===== config.mk =====
export PLATFORM = sky130hd
export DESIGN_NAME = mmps_alu
export DESIGN_NICKNAME = d
export VERILOG_FILES = /design/src/hdl/mmps_pkg.sv /design/src/hdl/mmps_alu.sv
export SDC_FILE = /design/constraint.sdc
export NUM_CORES = 1
export LEC_CHECK = 0
export ABC_CLOCK_PERIOD_IN_PS = 17400
export BUFFER_PORTS_ARGS = -buffer_cell sky130_fd_sc_hd__buf_2
export CORE_ASPECT_RATIO = 0.6
export CORE_MARGIN = 5
export CORE_UTILIZATION = 35
export DETAILED_ROUTE_END_ITERATION = 6
export GPL_ROUTABILITY_DRIVEN = 0
export PLACE_DENSITY_LB_ADDON = 0.08
export SLEW_MARGIN = 10
export SYNTH_ARGS = -nofsm -noshare
export SYNTH_HDL_FRONTEND = slang
export SYNTH_SLANG_ARGS = --single-unit

===== constraint.sdc =====
create_clock -name vclk -period 17.4
set_input_delay 1.74 -clock vclk [all_inputs]
set_output_delay 1.74 -clock vclk [all_outputs]
set_load 0.02 [all_outputs]

===== src/hdl/mmps_pkg.sv =====
// Package for the max-min pheromone store: table sizes, data widths, request
// and register codes, and the operation codes of the shared trail update unit.
// Depends on nothing; mmps_alu, the top level and the testbench import it.
`default_nettype none

package mmps_pkg;

   // Table sizes.
   localparam int MAX_NODES = 64;
   localparam int MAX_CARS  = 16;

   // Fixed field widths.
   localparam int TRAIL_W     = 32;
   localparam int KEEP_W      = 16;
   localparam int REQ_TYPE_W  = 3;
   localparam int NODE_FLD_W  = 6;
   localparam int CAR_FLD_W   = 4;
   localparam int NUM_NODES_W = 7;
   localparam int NUM_CARS_W  = 5;
   localparam int CSR_INDEX_W = 3;

   // Derived index, count and address widths.
   localparam int NODE_IDX_W = (MAX_NODES > 1) ? $clog2(MAX_NODES) : 1;
   localparam int CAR_IDX_W  = (MAX_CARS > 1) ? $clog2(MAX_CARS) : 1;
   localparam int COL_W      = (NODE_IDX_W > CAR_IDX_W) ? NODE_IDX_W : CAR_IDX_W;
   localparam int NODE_CNT_W = $clog2(MAX_NODES + 1);
   localparam int CAR_CNT_W  = $clog2(MAX_CARS + 1);
   localparam int NODE_DEPTH = MAX_NODES * MAX_NODES;
   localparam int CAR_DEPTH  = MAX_NODES * MAX_CARS;
   localparam int NODE_AW    = $clog2(NODE_DEPTH);
   localparam int CAR_AW     = $clog2(CAR_DEPTH);
   localparam int ADDR_W     = (NODE_AW > CAR_AW) ? NODE_AW : CAR_AW;

   // Request codes. The two spare codes change nothing and answer zero, ok.
   typedef enum logic [REQ_TYPE_W-1:0] {
      REQ_READ_NODE = 3'd0,
      REQ_READ_CAR  = 3'd1,
      REQ_DEPOSIT   = 3'd2,
      REQ_EVAPORATE = 3'd3,
      REQ_CLAMP     = 3'd4,
      REQ_RESET     = 3'd5,
      REQ_SPARE6    = 3'd6,
      REQ_SPARE7    = 3'd7
   } req_code_type;

   // Register indexes of the configuration port.
   typedef enum logic [CSR_INDEX_W-1:0] {
      CSR_NODE_KEEP = 3'd0,
      CSR_CAR_KEEP  = 3'd1,
      CSR_NODE_MAX  = 3'd2,
      CSR_NODE_MIN  = 3'd3,
      CSR_CAR_MAX   = 3'd4,
      CSR_CAR_MIN   = 3'd5,
      CSR_NUM_NODES = 3'd6,
      CSR_NUM_CARS  = 3'd7
   } csr_code_type;

   // Operations of the shared update unit.
   typedef enum logic [1:0] {
      ALU_ADD,
      ALU_SCALE,
      ALU_CLAMP,
      ALU_FILL
   } alu_op_type;

   // Control handed to the update unit for the entry in flight.
   typedef struct packed {
      alu_op_type          op;
      logic                diag;
      logic [KEEP_W-1:0]   keep;
      logic [TRAIL_W-1:0]  lo;
      logic [TRAIL_W-1:0]  hi;
      logic [TRAIL_W-1:0]  amount;
   } alu_ctl_type;

endpackage

`default_nettype wire


===== src/hdl/mmps_alu.sv =====
// Shared trail update unit: saturating deposit, keep-factor scaling,
// clamping to bounds and table fill. Uses mmps_pkg.
`default_nettype none

module mmps_alu
   import mmps_pkg::*;
(
   input  wire alu_ctl_type         ctl,
   input  wire logic [TRAIL_W-1:0]  rd_value,
   output logic      [TRAIL_W-1:0]  result
);

   logic [TRAIL_W:0]          sum;
   logic [TRAIL_W+KEEP_W-1:0] product;
   logic [TRAIL_W-1:0]        capped;

   always_comb begin
      sum     = {1'b0, rd_value} + {1'b0, ctl.amount};
      product = {{KEEP_W{1'b0}}, rd_value} * {{TRAIL_W{1'b0}}, ctl.keep};
      // The upper bound goes first, so a crossed lower bound wins.
      capped  = (rd_value > ctl.hi) ? ctl.hi : rd_value;
      case (ctl.op)
         ALU_ADD:   result = sum[TRAIL_W] ? {TRAIL_W{1'b1}} : sum[TRAIL_W-1:0];
         ALU_SCALE: result = product[TRAIL_W+KEEP_W-1:KEEP_W];
         ALU_CLAMP: result = (capped < ctl.lo) ? ctl.lo : capped;
         ALU_FILL:  result = ctl.diag ? '0 : ctl.hi;
         default:   result = rd_value;
      endcase
   end

endmodule

`default_nettype wire


### Word level (Yosys, flattened, before mapping)

Index checks and enable logic that the tools add are counted.

| storage, ports and cells | value |
|---|---|
| flip-flop bits (word level) | 0 |
| input bits | 147 |
| output and inout port bits | 32 |

| operators by class | value |
|---|---|
| add/sub/neg operators | 1 |
| $mul | 1 |
| $lt $le $gt $ge | 2 |
| eq/ne operators | 3 |
| multiplexer cells | 5 |
| reduce and logical (&&, ||, !) cells | 1 |

Operator list:

| cell | count |
|---|---|
| 32-bit two-way mux | 4 |
| 32-bit one-hot mux with 4 select lines | 1 |
| 32-bit by 16-bit multiplier with 48-bit output | 1 |
| 32-bit by 32-bit adder with 33-bit output | 1 |
| 32-bit greater-than comparator | 1 |
| 32-bit less-than comparator | 1 |
| 2-bit == test, second input constant | 2 |
| 2-bit by 1-bit == test with 1-bit output, second input constant | 1 |
| 2-bit logical NOT | 1 |

### Longest topological paths before layout

| logic depth | value |
|---|---|
| depth after elaboration | 5 |
| mapped depth | 25 |

### Least setup slack after synthesis

No wires, ideal clock.

| timing | value |
|---|---|
| path kind | in2out |
| from | input port rd_value[10] |
| to | output port result[31] |
| arrival | 8.039 ns |
| required time | 15.660 ns |
| slack | 7.621 ns |
| stages on the path | 22 |
| buffers on the path | 1 |
| cells stage by stage | clkbuf_1 > nand2_1 > fa_1 > fa_1 > fa_1 > fa_1 > inv_1 > fa_1 > inv_1 > fa_1 > inv_1 > ha_1 > and3_1 > a221oi_1 > o31ai_1 > a2111oi_0 > o31ai_1 > a21bo_2 > a311oi_2 > nor3b_1 > o41ai_1 > a32oi_1 |

| between the ends | value |
|---|---|
| word-level cells in the longest chain between the ends | 5 |
| elaborated cells on any way between the ends | 8 |
| those cells by class | add/sub (1); mul (1); order compare (2); mux (4) |

RTL lines:

| item | line | RTL |
|---|---|---|
| start: declaration | mmps_alu.sv:9 | `input wire logic [TRAIL_W-1:0] rd_value,` |
| 32-bit greater-than comparator | mmps_alu.sv:21 | `capped = (rd_value > ctl.hi) ? ctl.hi : rd_value;` |
| 32-bit two-way mux | mmps_alu.sv:21 |  |
| 32-bit less-than comparator | mmps_alu.sv:25 | `ALU_CLAMP: result = (capped < ctl.lo) ? ctl.lo : capped;` |
| 32-bit two-way mux | mmps_alu.sv:25 |  |
| 32-bit one-hot mux with 4 select lines * | mmps_alu.sv:22 | `case (ctl.op)` |
| end: declaration | mmps_alu.sv:10 | `output logic [TRAIL_W-1:0] result` |

Every way passes the cells marked *; elsewhere a longest branch is shown, timed or not.

### Worst setup path in the final report

| timing | value |
|---|---|
| from | input port ctl[98] (netlist bit) |
| to | output port result[31] |

| between the ends | value |
|---|---|
| word-level cells in the longest chain between the ends | 2 |

RTL lines:

| item | line | RTL |
|---|---|---|
| start: declaration | mmps_alu.sv:8 | `input wire alu_ctl_type ctl,` |
| 32-bit by 16-bit multiplier with 48-bit output | mmps_alu.sv:19 | `product = {{KEEP_W{1'b0}}, rd_value} * {{TRAIL_W{1'b0}}, ctl.keep};` |
| 32-bit one-hot mux with 4 select lines | mmps_alu.sv:22 |  |

Every way passes these cells.

==> reports/qor.yml <==
detailed_routing:
  ant_nets: 0
  vias_per_cell: 5.152
  dr.pass1.iters: 5
  num_vias: 17220
  wl_per_cell_um: 21.23
  route.detailed.drc: 0
  drt-initial-drc-count: 1193
  drt-total-wl_mm: 70.97
critical_path:
  arrival_ns: 9.74
  criticalPathCategory: "input port to output pin"
  cp_max_fo: 32
  end_kind: "output pin"
  required_ns: 15.66
  cp_slowest_stage_delay_ns: 0.92
  worstPathCellList: "buf_2, nand2_1, fa_1, fa_1, fa_1, fa_1, inv_1, fa_1, inv_1, fa_1, inv_1, ha_1, and3_1, a221oi_1, o31ai_1, a2111oi_1, o31ai_1, a21bo_2, a311oi_2, nor3b_1, o41ai_1, a32oi_1, buf_2"
  start_kind: "input port"
  cp_slowest_cell: "a2111oi_1"
  path_common_cell: "fa_1"
global_routing:
  track_usage: 0.2226
  grt_max_degree: 50
  grt_pass1_vias: 18070
  grt_pass1_wl_mm: 110.2
  antenna_found_initial: 2
  grt_overflow: 0
place:
  io_buffers: 179
  dpl-instance-area_um2: 21920
  dpl.hpwl_mm: 56.36
sta:
  fin_setup_tns_ns: 0
  max-slew-margin-rel: 0.3275
  finalMaxSlewViolations: 0
  rsz0062_at_grt: "false"
  worst_pin_slew_ns: 1.009
  final_hold_viol_count: 0
  setup-violations-final: 0
  fin_crit_ns: 11.48
  max_freq_ghz: 0.08710
  post-route-period-util: 0.6598
synthesis:
  synth.most_common_cell: "inv_1"
  synth_common_cells: "inv_1, fa_1, nand2_1"
  synth.area.top_cells: "fa_1, ha_1, inv_1, nand2_1, and2_1"
  yosysSeqAreaShare: 0
  yosys.area.top_type_share: 0.4105
  synth_top_area_cell: "fa_1"
  syn_area_per_cell_um2: 8.176
  post_synth_num_cell_types: 73
  syn-num-nets: 3270
  syn-cell-area_um2: 20380
  synthCells: 2493
  yosysWarnings: 0
floorplan:
  start_util: 0.3539
  die_area_um2: 63320
  die_y_um: 196.9
  io_pins: 179
  die_w_um: 321.6
  num_rows: 68
  core_area_um2: 57600
clocking:
  cts_hold_buffers: 0
  cts_setup_buffers: 0
  cts_resized: 0
layout:
  fillers: 5987
  layout.nets: 3349
  regArea_um2: 0
  num-clock-buffers: 0
  flops_and_latches: 0
  fin_area_um2: 21920
  drive_gt1_frac: 0.08521
  area_delta_synth_final_pct: 7.556
status:
  status: "finished clean"
flow_run:
  drv_cap: 0
min_path:
  worst_hold_path_type: "input port to output pin"
## cell families after synthesis
family | synth area share
XOR/XNOR | 0.02449
AO/OA/AOI/OAI | 0.1222
adder cells (fa/ha/maj) | 0.5407
multiplexers | 0.01492
AND/OR/NAND/NOR | 0.1754
buffers and inverters | 0.1223
## final timing paths
kind                 from    endpoint  slack [ns]  cells past startpoint
setup / recovery  ctl[98]  result[31]        5.92                     23
hold / removal    ctl[46]  result[14]        3.91                      4
## final cells by class
type                       count  area, µm²  share of cell area
tap                          770      963.4             0.04394
timing repair buffer         195       1016             0.04634
inverter                     539       2023             0.09228
multi-input combinational   1836      17920              0.8172
antenna                        2      5.005           0.0002283
## worst max-delay path: cells and delay by family
family,cells,cell delay [ns]
AND/OR/NAND/NOR,3,0.62
buffers and inverters,5,0.92
AO/OA/AOI/OAI,8,2.92
adder cells (fa/ha/maj),7,3.51
## per-stage QoR
step                hold WS, ns  utilization  cells  worst slack (ns)
detailed placement        3.900       0.3805   3340             5.803
global placement          3.871       0.3805   3340             5.856
floorplan                 3.705            -   2493             7.621
CTS                       3.900       0.3805   3340             5.771
global route              3.923       0.3805   3340             5.575
finish                    3.909       0.3806   3342             5.919
## placed cells by master, fill, tap and decap left out, types with 16 or more instances in the layout
cell	instances
a21o_1	50
a21oi_1	108
a31oi_1	16
and2_1	212
buf_2	179
buf_4	16
fa_1	418
ha_1	212
inv_1	539
mux2i_1	18
nand2_1	393
nand3_1	23
nand4_1	17
nor2_1	36
o21ai_0	72
xnor2_1	27
xor2_1	30
## per-layer routing
layer / track usage / up-vias / part of all wire
met3: 0.01673 / 39 / 0.055
met4: 0.01703 / 4 / 0.0080
met1: 0.3527 / 8787 / 0.50
met2: 0.3460 / 474 / 0.44
met5: 0 / - / 0.00038
li1: - / 7915 / -
